==> config.mk <==
export PLATFORM = sky130hd
export DESIGN_NAME = dns_a_answer_matcher_core
export DESIGN_NICKNAME = d
export VERILOG_FILES = /design/src/rtl/dam_pkg.sv /design/src/rtl/dam_in_stage.sv /design/src/rtl/dam_parser.sv /design/src/rtl/dam_out_stage.sv /design/src/rtl/dns_a_answer_matcher_core.sv
export SDC_FILE = /design/constraint.sdc
export NUM_CORES = 1
export LEC_CHECK = 0
export BUFFER_PORTS_ARGS = -buffer_cell sky130_fd_sc_hd__buf_2
export CAP_MARGIN = 10
export CORE_AREA = 4 4 177 179
export CTS_BUF_LIST = sky130_fd_sc_hd__clkbuf_4 sky130_fd_sc_hd__clkbuf_8
export DETAILED_ROUTE_END_ITERATION = 16
export DIE_AREA = 0 0 181 183
export GPL_TIMING_DRIVEN = 0
export PLACE_DENSITY = 0.47
export SETUP_SLACK_MARGIN = 0.15
export SLEW_MARGIN = 20
export SYNTH_ARGS = -nofsm -noshare
export SYNTH_HDL_FRONTEND = slang
export SYNTH_SLANG_ARGS = --single-unit
==> constraint.sdc <==
create_clock -name clk -period 3.35 [get_ports clk]
set_input_delay 0.1675 -clock clk [delete_from_list [all_inputs] [get_ports clk]]
set_output_delay 0.1675 -clock clk [all_outputs]
set_load 0.005 [all_outputs]
==> src/rtl/dam_pkg.sv <==
// shared types and constants of the dns a-record answer matcher
`default_nettype none

package dam_pkg;

  localparam int MaxReplyBytes = 512;
  localparam int ByteCountW    = $clog2(MaxReplyBytes + 1);

  localparam int DnsHeaderLen  = 12;
  localparam int QFixedLen     = 4;
  localparam int AFixedLen     = 10;

  localparam int HdrIdIdx      = 1;
  localparam int HdrFlagsIdx   = 3;
  localparam int HdrQdIdx      = 5;
  localparam int HdrAnIdx      = 7;
  localparam int AnsTypeIdx    = 1;
  localparam int AnsClassIdx   = 3;

  localparam logic [15:0] DnsQtypeA   = 16'd1;
  localparam logic [15:0] DnsQclassIn = 16'd1;
  localparam logic [15:0] FlagQrMask  = 16'h8000;
  localparam logic [15:0] RcodeMask   = 16'h000f;
  localparam logic [7:0]  PtrMask     = 8'hc0;

  typedef enum logic [3:0] {
    PH_HEADER  = 4'd0,
    PH_Q_NAME  = 4'd1,
    PH_Q_LABEL = 4'd2,
    PH_Q_PTR   = 4'd3,
    PH_Q_FIXED = 4'd4,
    PH_A_NAME  = 4'd5,
    PH_A_LABEL = 4'd6,
    PH_A_PTR   = 4'd7,
    PH_A_FIXED = 4'd8,
    PH_A_RDATA = 4'd9,
    PH_DONE    = 4'd10
  } phase_t;

  typedef enum logic [2:0] {
    V_MATCH     = 3'd0,
    V_SHORT     = 3'd1,
    V_ID        = 3'd2,
    V_FLAGS     = 3'd3,
    V_MALFORMED = 3'd4,
    V_NOMATCH   = 3'd5
  } verdict_t;

  typedef enum logic {
    CFG_EXPECTED_ID   = 1'b0,
    CFG_EXPECTED_ADDR = 1'b1
  } cfg_reg_t;

  typedef struct packed {
    logic [7:0] data_byte;
    logic       last_byte;
  } item_t;

  typedef struct packed {
    logic     found;
    verdict_t verdict;
  } result_t;

endpackage

`default_nettype wire

==> src/rtl/dam_in_stage.sv <==
// input register stage holding one accepted byte item
`default_nettype none

module dam_in_stage (
  input  wire logic          clk,
  input  wire logic          rst_n,
  input  wire logic          in_valid,
  output logic               in_ready,
  input  wire dam_pkg::item_t in_item,
  input  wire logic          take,
  output logic               s1_valid,
  output dam_pkg::item_t     s1_item
);
  import dam_pkg::*;

  logic  s1_valid_r;
  item_t s1_item_r;

  // the slot frees when the parser consumes the held item
  assign in_ready = !s1_valid_r || take;

  always_ff @(posedge clk) begin
    if (!rst_n) begin
      s1_valid_r <= 1'b0;
    end else if (in_ready) begin
      s1_valid_r <= in_valid;
    end
  end

  always_ff @(posedge clk) begin
    if (in_ready && in_valid) begin
      s1_item_r <= in_item;
    end
  end

  assign s1_valid = s1_valid_r;
  assign s1_item  = s1_item_r;

endmodule

`default_nettype wire

==> src/rtl/dam_parser.sv <==
// per-byte dns reply parser state and verdict logic
`default_nettype none

module dam_parser (
  input  wire logic           clk,
  input  wire logic           rst_n,
  input  wire logic           step,
  input  wire dam_pkg::item_t item,
  input  wire logic [15:0]    expected_id,
  input  wire logic [31:0]    expected_addr,
  output dam_pkg::result_t    result
);
  import dam_pkg::*;

  phase_t                phase_r,          phase_nxt;
  logic [ByteCountW-1:0] byte_total_r,     byte_total_nxt;
  logic [3:0]            field_index_r,    field_index_nxt;
  logic [15:0]           field_shift_r,    field_shift_nxt;
  logic [15:0]           questions_left_r, questions_left_nxt;
  logic [15:0]           answers_left_r,   answers_left_nxt;
  logic [5:0]            label_left_r,     label_left_nxt;
  logic                  type_a_r,         type_a_nxt;
  logic                  class_in_r,       class_in_nxt;
  logic [15:0]           rdata_left_r,     rdata_left_nxt;
  logic                  address_equal_r,  address_equal_nxt;
  logic                  match_seen_r,     match_seen_nxt;
  verdict_t              fail_code_r,      fail_code_nxt;

  logic [7:0]  b;
  logic [15:0] shifted;
  logic [1:0]  ip_sel;
  logic [7:0]  ip_byte;
  logic        in_window;

  assign b         = item.data_byte;
  assign shifted   = {field_shift_r[7:0], b};
  assign ip_sel    = rdata_left_r[1:0] - 2'd1;
  assign ip_byte   = 8'(expected_addr >> {ip_sel, 3'b000});
  assign in_window = byte_total_r < ByteCountW'(MaxReplyBytes);

  // next state of the parser for the byte in the input register
  always_comb begin
    phase_nxt          = phase_r;
    byte_total_nxt     = byte_total_r;
    field_index_nxt    = field_index_r;
    field_shift_nxt    = field_shift_r;
    questions_left_nxt = questions_left_r;
    answers_left_nxt   = answers_left_r;
    label_left_nxt     = label_left_r;
    type_a_nxt         = type_a_r;
    class_in_nxt       = class_in_r;
    rdata_left_nxt     = rdata_left_r;
    address_equal_nxt  = address_equal_r;
    match_seen_nxt     = match_seen_r;
    fail_code_nxt      = fail_code_r;

    if (in_window) begin
      byte_total_nxt = byte_total_r + ByteCountW'(1);
      unique case (phase_r)
        PH_HEADER: begin
          field_shift_nxt = shifted;
          field_index_nxt = field_index_r + 4'd1;
          if (field_index_r == 4'(HdrIdIdx) && shifted != expected_id) begin
            fail_code_nxt = V_ID;
            phase_nxt     = PH_DONE;
          end else if (field_index_r == 4'(HdrFlagsIdx) &&
                       ((shifted & FlagQrMask) == 16'd0 ||
                        (shifted & RcodeMask) != 16'd0)) begin
            fail_code_nxt = V_FLAGS;
            phase_nxt     = PH_DONE;
          end else begin
            if (field_index_r == 4'(HdrQdIdx)) questions_left_nxt = shifted;
            if (field_index_r == 4'(HdrAnIdx)) answers_left_nxt = shifted;
            if (field_index_nxt >= 4'(DnsHeaderLen)) begin
              field_index_nxt = 4'd0;
              if (questions_left_r != 16'd0) begin
                phase_nxt = PH_Q_NAME;
              end else if (answers_left_r == 16'd0) begin
                phase_nxt = PH_DONE;
              end else begin
                phase_nxt = PH_A_NAME;
              end
            end
          end
        end
        PH_Q_NAME, PH_A_NAME: begin
          if ((b & PtrMask) == PtrMask) begin
            phase_nxt = (phase_r == PH_A_NAME) ? PH_A_PTR : PH_Q_PTR;
          end else if ((b & PtrMask) != 8'd0) begin
            // label types 01 and 10
            fail_code_nxt = V_MALFORMED;
            phase_nxt     = PH_DONE;
          end else if (b == 8'd0) begin
            field_index_nxt = 4'd0;
            phase_nxt = (phase_r == PH_A_NAME) ? PH_A_FIXED : PH_Q_FIXED;
          end else begin
            label_left_nxt = b[5:0];
            phase_nxt = (phase_r == PH_A_NAME) ? PH_A_LABEL : PH_Q_LABEL;
          end
        end
        PH_Q_LABEL, PH_A_LABEL: begin
          label_left_nxt = label_left_r - 6'd1;
          if (label_left_nxt == 6'd0) begin
            phase_nxt = (phase_r == PH_A_LABEL) ? PH_A_NAME : PH_Q_NAME;
          end
        end
        PH_Q_PTR, PH_A_PTR: begin
          field_index_nxt = 4'd0;
          phase_nxt = (phase_r == PH_A_PTR) ? PH_A_FIXED : PH_Q_FIXED;
        end
        PH_Q_FIXED: begin
          field_index_nxt = field_index_r + 4'd1;
          if (field_index_nxt >= 4'(QFixedLen)) begin
            field_index_nxt    = 4'd0;
            questions_left_nxt = questions_left_r - 16'd1;
            if (questions_left_nxt != 16'd0) begin
              phase_nxt = PH_Q_NAME;
            end else if (answers_left_r == 16'd0) begin
              phase_nxt = PH_DONE;
            end else begin
              phase_nxt = PH_A_NAME;
            end
          end
        end
        PH_A_FIXED: begin
          field_shift_nxt = shifted;
          if (field_index_r == 4'(AnsTypeIdx)) type_a_nxt = (shifted == DnsQtypeA);
          if (field_index_r == 4'(AnsClassIdx)) class_in_nxt = (shifted == DnsQclassIn);
          field_index_nxt = field_index_r + 4'd1;
          if (field_index_nxt >= 4'(AFixedLen)) begin
            field_index_nxt   = 4'd0;
            rdata_left_nxt    = shifted;
            address_equal_nxt = type_a_r && class_in_r && (shifted == 16'd4);
            if (shifted == 16'd0) begin
              answers_left_nxt = answers_left_r - 16'd1;
              phase_nxt = (answers_left_nxt == 16'd0) ? PH_DONE : PH_A_NAME;
            end else begin
              phase_nxt = PH_A_RDATA;
            end
          end
        end
        PH_A_RDATA: begin
          if (address_equal_r && rdata_left_r >= 16'd1 && rdata_left_r <= 16'd4 &&
              ip_byte != b) begin
            address_equal_nxt = 1'b0;
          end
          rdata_left_nxt = rdata_left_r - 16'd1;
          if (rdata_left_nxt == 16'd0) begin
            if (address_equal_nxt) begin
              match_seen_nxt = 1'b1;
              phase_nxt      = PH_DONE;
            end else begin
              answers_left_nxt = answers_left_r - 16'd1;
              phase_nxt = (answers_left_nxt == 16'd0) ? PH_DONE : PH_A_NAME;
            end
          end
        end
        PH_DONE: begin
        end
        default: begin
        end
      endcase
    end
  end

  // verdict from the state after this byte
  always_comb begin
    result.verdict = V_MALFORMED;
    if (byte_total_nxt < ByteCountW'(DnsHeaderLen)) begin
      result.verdict = V_SHORT;
    end else if (match_seen_nxt) begin
      result.verdict = V_MATCH;
    end else if (fail_code_nxt != V_MATCH) begin
      result.verdict = fail_code_nxt;
    end else if (phase_nxt == PH_DONE) begin
      result.verdict = V_NOMATCH;
    end
    result.found = (result.verdict == V_MATCH);
  end

  always_ff @(posedge clk) begin
    if (!rst_n || (step && item.last_byte)) begin
      phase_r          <= PH_HEADER;
      byte_total_r     <= '0;
      field_index_r    <= '0;
      field_shift_r    <= '0;
      questions_left_r <= '0;
      answers_left_r   <= '0;
      label_left_r     <= '0;
      type_a_r         <= 1'b0;
      class_in_r       <= 1'b0;
      rdata_left_r     <= '0;
      address_equal_r  <= 1'b1;
      match_seen_r     <= 1'b0;
      fail_code_r      <= V_MATCH;
    end else if (step) begin
      phase_r          <= phase_nxt;
      byte_total_r     <= byte_total_nxt;
      field_index_r    <= field_index_nxt;
      field_shift_r    <= field_shift_nxt;
      questions_left_r <= questions_left_nxt;
      answers_left_r   <= answers_left_nxt;
      label_left_r     <= label_left_nxt;
      type_a_r         <= type_a_nxt;
      class_in_r       <= class_in_nxt;
      rdata_left_r     <= rdata_left_nxt;
      address_equal_r  <= address_equal_nxt;
      match_seen_r     <= match_seen_nxt;
      fail_code_r      <= fail_code_nxt;
    end
  end

endmodule

`default_nettype wire

==> src/rtl/dam_out_stage.sv <==
// result register toward the output channel
`default_nettype none

module dam_out_stage (
  input  wire logic             clk,
  input  wire logic             rst_n,
  input  wire logic             load,
  input  wire dam_pkg::result_t result,
  output logic                  can_load,
  output logic                  out_valid,
  input  wire logic             out_ready,
  output dam_pkg::result_t      out_result
);
  import dam_pkg::*;

  logic    out_valid_r;
  result_t out_result_r;

  assign can_load = !out_valid_r || out_ready;

  always_ff @(posedge clk) begin
    if (!rst_n) begin
      out_valid_r <= 1'b0;
    end else if (can_load) begin
      out_valid_r <= load;
    end
  end

  always_ff @(posedge clk) begin
    if (can_load && load) begin
      out_result_r <= result;
    end
  end

  assign out_valid  = out_valid_r;
  assign out_result = out_result_r;

endmodule

`default_nettype wire

==> src/rtl/dns_a_answer_matcher_core.sv <==
// top level of the dns reply a-record answer matcher
//
// usage: a dns reply datagram enters one byte per item on the in_ channel,
// with in_last_byte set on its final byte. only the final byte produces an
// item on the out_ channel: out_found and out_verdict (0 match, 1 short
// header, 2 id mismatch, 3 not a response or rcode set, 4 malformed or
// truncated, 5 no matching answer). bytes beyond the reply buffer size are
// not parsed, but their last flag still ends the datagram.
// cfg_we writes expected_id (index 0) or expected_addr (index 1) from
// cfg_data; write only while no datagram is in flight. a byte is
// registered at the input and parsed from there; the result of a final
// byte lands in the output register, which raises out_valid. the block
// takes one byte per cycle while no final byte waits for the result
// register.
// reset (synchronous, active low) clears the parser, both registers and
// both stages. when the receiver stalls, non-final bytes keep flowing; a
// final byte waits in the input register until the result register frees.
`default_nettype none

module dns_a_answer_matcher_core (
  input  wire logic        clk,
  input  wire logic        rst_n,
  input  wire logic        in_valid,
  output logic             in_ready,
  input  wire logic [7:0]  in_data_byte,
  input  wire logic        in_last_byte,
  output logic             out_valid,
  input  wire logic        out_ready,
  output logic             out_found,
  output logic [2:0]       out_verdict,
  input  wire logic        cfg_we,
  input  wire logic        cfg_index,
  input  wire logic [31:0] cfg_data
);
  import dam_pkg::*;

  logic [15:0] expected_id_r;
  logic [31:0] expected_addr_r;

  item_t   in_item;
  item_t   s1_item;
  logic    s1_valid;
  logic    take;
  logic    step;
  logic    can_load;
  result_t result;
  result_t out_result;

  always_ff @(posedge clk) begin
    if (!rst_n) begin
      expected_id_r   <= '0;
      expected_addr_r <= '0;
    end else if (cfg_we) begin
      unique case (cfg_reg_t'(cfg_index))
        CFG_EXPECTED_ID:   expected_id_r <= cfg_data[15:0];
        CFG_EXPECTED_ADDR: expected_addr_r <= cfg_data;
        default: begin
        end
      endcase
    end
  end

  assign in_item.data_byte = in_data_byte;
  assign in_item.last_byte = in_last_byte;

  // a final byte needs a free result slot, other bytes never wait
  assign take = !s1_item.last_byte || can_load;
  assign step = s1_valid && take;

  dam_in_stage u_in_stage (
    .clk      (clk),
    .rst_n    (rst_n),
    .in_valid (in_valid),
    .in_ready (in_ready),
    .in_item  (in_item),
    .take     (take),
    .s1_valid (s1_valid),
    .s1_item  (s1_item)
  );

  dam_parser u_parser (
    .clk           (clk),
    .rst_n         (rst_n),
    .step          (step),
    .item          (s1_item),
    .expected_id   (expected_id_r),
    .expected_addr (expected_addr_r),
    .result        (result)
  );

  dam_out_stage u_out_stage (
    .clk        (clk),
    .rst_n      (rst_n),
    .load       (step && s1_item.last_byte),
    .result     (result),
    .can_load   (can_load),
    .out_valid  (out_valid),
    .out_ready  (out_ready),
    .out_result (out_result)
  );

  assign out_found   = out_result.found;
  assign out_verdict = out_result.verdict;

endmodule

`default_nettype wire
# Word-level counts from Yosys, hierarchy flattened
# Cells that the tools add are included.
[classes]
addsub = 7
order_cmp = 7
eq_ne = 32
n_shift = 1
n_mux = 71
bitwise_logic = 1
n_reduce_logical = 53
[ops]
columns = ["op", "count"]
rows = [
  ["$mux 16", 12],
  ["$mux 4", 27],
  ["$logic_not 16->1", 5],
  ["$pmux 16 s2", 2],
  ["$pmux 16 s3", 1],
  ["$reduce_bool 16->1", 3],
  ["$sub 16x1->16 const B", 3],
  ["$mux 3", 11],
  ["$shr 32x5->8", 1],
  ["$pmux 4 s7", 1],
  ["$eq 4x3->1 const B", 6],
  ["$pmux 4 s5", 1],
  ["$mux 6", 3],
  ["$eq 16x1->1 const B", 1],
  ["$eq 16x3->1 const B", 1],
  ["$ge 16x1->1 const B", 1],
  ["$le 16x3->1 const B", 1],
  ["$ne 16x16->1", 1],
  ["$ne 2x1->1 const B", 7],
  ["$eq 4x2->1 const B", 3],
  ["$eq 4x4->1 const B", 3],
  ["$ne 2x2->1 const B", 6],
  ["$pmux 6 s2", 1],
  ["$reduce_and 4->1", 3],
  ["33 further kinds", 68],
]
[word_totals]
register_bits = 150
output_inout_bits = 6
word_cells = 193

# Longest topological paths before layout
[logic_depth]
depth_word = 17
ltp_mapped = 14

# Cells and area by module
# A second synthesis with hierarchy kept.
[unflattened]
cells_unflattened = 1152
hier_area_um2 = 9072.5
[by_module_without_submodules]
columns = ["mod", "instances", "cells_per_inst", "area_per_inst_um2", "seq_area_each_um2"]
rows = [
  ["dam_parser", 1, 928, 6708.9, 1741.7],
  ["dns_a_answer_matcher_core", 1, 201, 1858.0, 960.9],
  ["dam_in_stage", 1, 14, 327.8, 290.3],
  ["dam_out_stage", 1, 9, 177.7, 140.1],
]

# Least setup slack after synthesis
# OpenSTA, ideal clock, no wires.
[synth_timing]
path_type = "flip-flop to flip-flop"
from = "register u_parser.rdata_left_r[0]"
to = "register u_out_stage.out_result_r (netlist bit u_out_stage.out_result[0]), data pin"
setup_time_ps = 259
t_arrival_ps = 3127
required_time_ps = 3091
setup_slack_ps = -36
stages_incl_launch_ff = 14
synth_period_minus_slack_ps = 3386
path_cell_list = "dfxtp_1 > buf_2 > inv_1 > ha_1 > clkbuf_1 > mux4_2 > xnor2_1 > nand4_1 > nor2_1 > o21ai_2 > a21oi_1 > o32ai_1 > nor4_2 > o31a_1"
[synth_lines]
columns = ["item", "line", "text"]
rows = [
  ["start, declared", "dam_parser.sv:24", "logic [15:0] rdata_left_r, rdata_left_nxt;"],
  ["start signal, assigned", "dam_parser.sv:206", "rdata_left_r <= rdata_left_nxt;"],
  ["end signal, assigned", "dam_out_stage.sv:31", "out_result_r <= result;"],
  ["end, declared", "dam_out_stage.sv:17", "result_t out_result_r;"],
]

==> reports/metrics.yaml <==
cts_sinks: 150
io_buffers: 52
grt_pass1_wl_um: 50200
synth_top_area_share_pct: 30.1
place_hpwl_um: 22400
worst_ep_required_time_ps: 3690
gr-total-overflow: 0
clock_path_buffers: 2
worst_setup_path_end_kind: "flop"
postLayoutCoreUtil_pct: 37.9
grt_max_degree: 19
dieArea_um2: 33100
synth_edf_count: 13
clk_latency_ps: 480
remaining_drc_errors: 0
ff2ff_path_depth: 12
yosysTopAreaCell: "dfxtp_1"
crit_start: "u_parser.questions_left_r[1]"
cap_violations: 0
num_rows: 63
cts_tree: "built"
leakagePower_nw: 4.12
grt_pass1_vias: 8892
tightestPinTransition_ps: 992
rr_startpoint: "u_parser.questions_left_r[1]"
place.gp.congestion: 0.864
n_antenna_cell: 0
clk_pin_slew_ps: 110
start_kind: "flop"
fmax_mhz: 320
yosys_warnings: 0
worstSetupPathType: "reg2reg"
r2r-end: "u_out_stage.out_result[0]"
synth.avg_cell_area_um2: 7.57
drive_gt1_share_pct: 14.8
status: "completed"
final.setup_skew_ps: 17.1
numCtsBuffers: 17
die_w_um: 181
hold_path.class: "in2reg"
ir_drop_mv: 0.210
slew_viol_final: 0
yosysUniqueCellTypes: 90
syn_area_um2: 9100
worstPathArrival_ps: 3470
die_h_um: 183
async_flop_share_pct: 0
vias_per_cell: 5.35
wl_per_cell_um: 18.3
area_growth_pct: 23.0
synth-main-ff-cell: "dfxtp_1"
post-route-period-util_pct: 93.4
fin_cells: 1740
ios: 53
final_hold_viol_count: 0
h-tree-depth: 4
ys_ff_latch: 150
rsz0062_at_grt: "true"
wl_um: 31800
ys_seq_area_share_pct: 34.4
clockRootBuffer: "clkbuf_8"
initial_core_util_pct: 30.8
path_max_fanout: 7
final_common_cell: "nand2_1"
coreArea_um2: 29600
rrSetupSlack_ps: 220
setup_violations: 0
final_cell_mix: "216 x nand2_1, 133 x dfxtp_1, 119 x nor2_1, 89 x a21oi_1, 69 x o21ai_0"
totalPowerFinal_w: 0.00405
dr.first_iter.drc_count: 860
relSlewSlack_pct: 32.8
gr-usage-all-layers_pct: 19.0
worstHoldPathCells: 4
synthTopCellsByArea: "dfxtp_1 30%, nand2_1 8.9%, a21oi_1 4.9%"
fin_crit_ps: 3130
placed_cells: 1644
firstDrtPassIters: 5
crit_path_end: "u_out_stage.out_result[0]"
synthCells: 1202
syn-num-nets: 1261
antenna_found_initial: 2
drtAntennaViolNets: 0
fin_nets: 1396
num_vias: 9302
p_per_area_nw_per_um2: 361
-- power breakdown --
| part | internal [W] | leakage, nW | switching, W |
|---|---|---|---|
| sequential | 0.00186 | 1.24 | 0.0000536 |
| clock | 0.000646 | 0.217 | 0.000892 |
| combinational | 0.000233 | 2.67 | 0.000365 |
-- synth_stat cells, drive strengths merged (7+ instances only) --
cell type,n
ha,12
nand4,17
mux4,8
dfxtp,137
nand2b,9
edfxtp,13
a31oi,9
and3,11
buf,11
clkbuf,72
or2,9
xor2,30
xnor2,17
nand3,40
o211ai,8
nor4,21
a21oi,91
o22ai,7
nor2,121
or3,9
and2,10
a21boi,50
a211oi,16
inv,25
a22oi,14
nor3,36
nand2,216
nor2b,14
nand3b,8
o21ai,73
-- sequential cells by signal, summed over array words and instances, names as in the netlist, 3 cells and up --
signal	flops
u_parser.answers_left_r	16
expected_addr_r	32
u_parser.byte_total_r	10
u_parser.fail_code_r	3
u_parser.field_shift_r	8
u_in_stage.s1_item	9
u_parser.field_index_r	4
expected_id_r	16
u_parser.label_left_r	6
u_out_stage.out_result	4
u_parser.rdata_left_r	16
u_parser.phase_r	4
u_parser.questions_left_r	16
-- cell type report --
cell class / count / area [µm²]
well taps: 390 / 488
clock inverters: 15 / 200
inverters: 25 / 93.8
clock buffers: 17 / 234
multi-input cells: 943 / 5720
fillers: 3141 / 18400
repair buffers: 116 / 863
flip-flops and latches: 150 / 3150
plain buffers: 84 / 455
-- kinds of logic after synthesis --
logic type	synth area share, %
simple gates	29.3
mux	2.64
compound gates	22.1
xor+xnor	4.52
buf+inv	5.37
flops	34.4
fa+ha+maj	1.65
-- worst min-delay path by stage --
stage / from / to / slack (ps)
global placement: in_data_byte[0] / u_in_stage.s1_item[1] / 340
floorplan: in_last_byte / u_in_stage.s1_item[0] / 270
global route: cfg_index / expected_addr_r[0] / 140
detailed placement: in_data_byte[2] / u_in_stage.s1_item[3] / 350
finish: cfg_index / expected_addr_r[31] / 110
CTS: cfg_index / expected_addr_r[31] / 90
-- through the flow --
step	hold slack (ps)	instance area (µm²)	worst slack, ps	TNS, ps
after floorplan	266	9110	166	0
after global placement	343	9860	-639	-8630
after detailed placement	346	9860	-670	-8880
after CTS	86.3	11000	152	0
after global routing	138	11200	106	0
final	111	11200	222	0
-- timing repair --
action / CTS / global route
gates cloned: 0 / 1
buffers inserted: 15 / 6
hold endpoints to repair: 58 / 0
setup endpoints to repair: 27 / 32
resized for setup: 41 / 40
pin swaps: 11 / 10
hold buffers: 42 / 0
-- per-layer routing --
layer  vias to the layer above  routed length (µm)  global-route usage, %
met2                       280               14000                   29.7
li1                       4544                   -                      -
met4                         2                 594                   4.62
met3                        49                1870                   3.53
met1                      4427               15400                   27.1
met5                         -                  11                      0
-- worst max-delay path: stages, from the launching register on --
cell and delay (ps):
dfxtp_4 380, inv_2 80, ha_4 130, or4b_4 460, or2_1 230, buf_6 140
or4_4 510, nor2_4 110, a31oi_1 70, o211ai_2 280, a211oi_2 100, nor4_4 310
o31a_1 190
No activity file was read; power rests on OpenSTA's default activity.
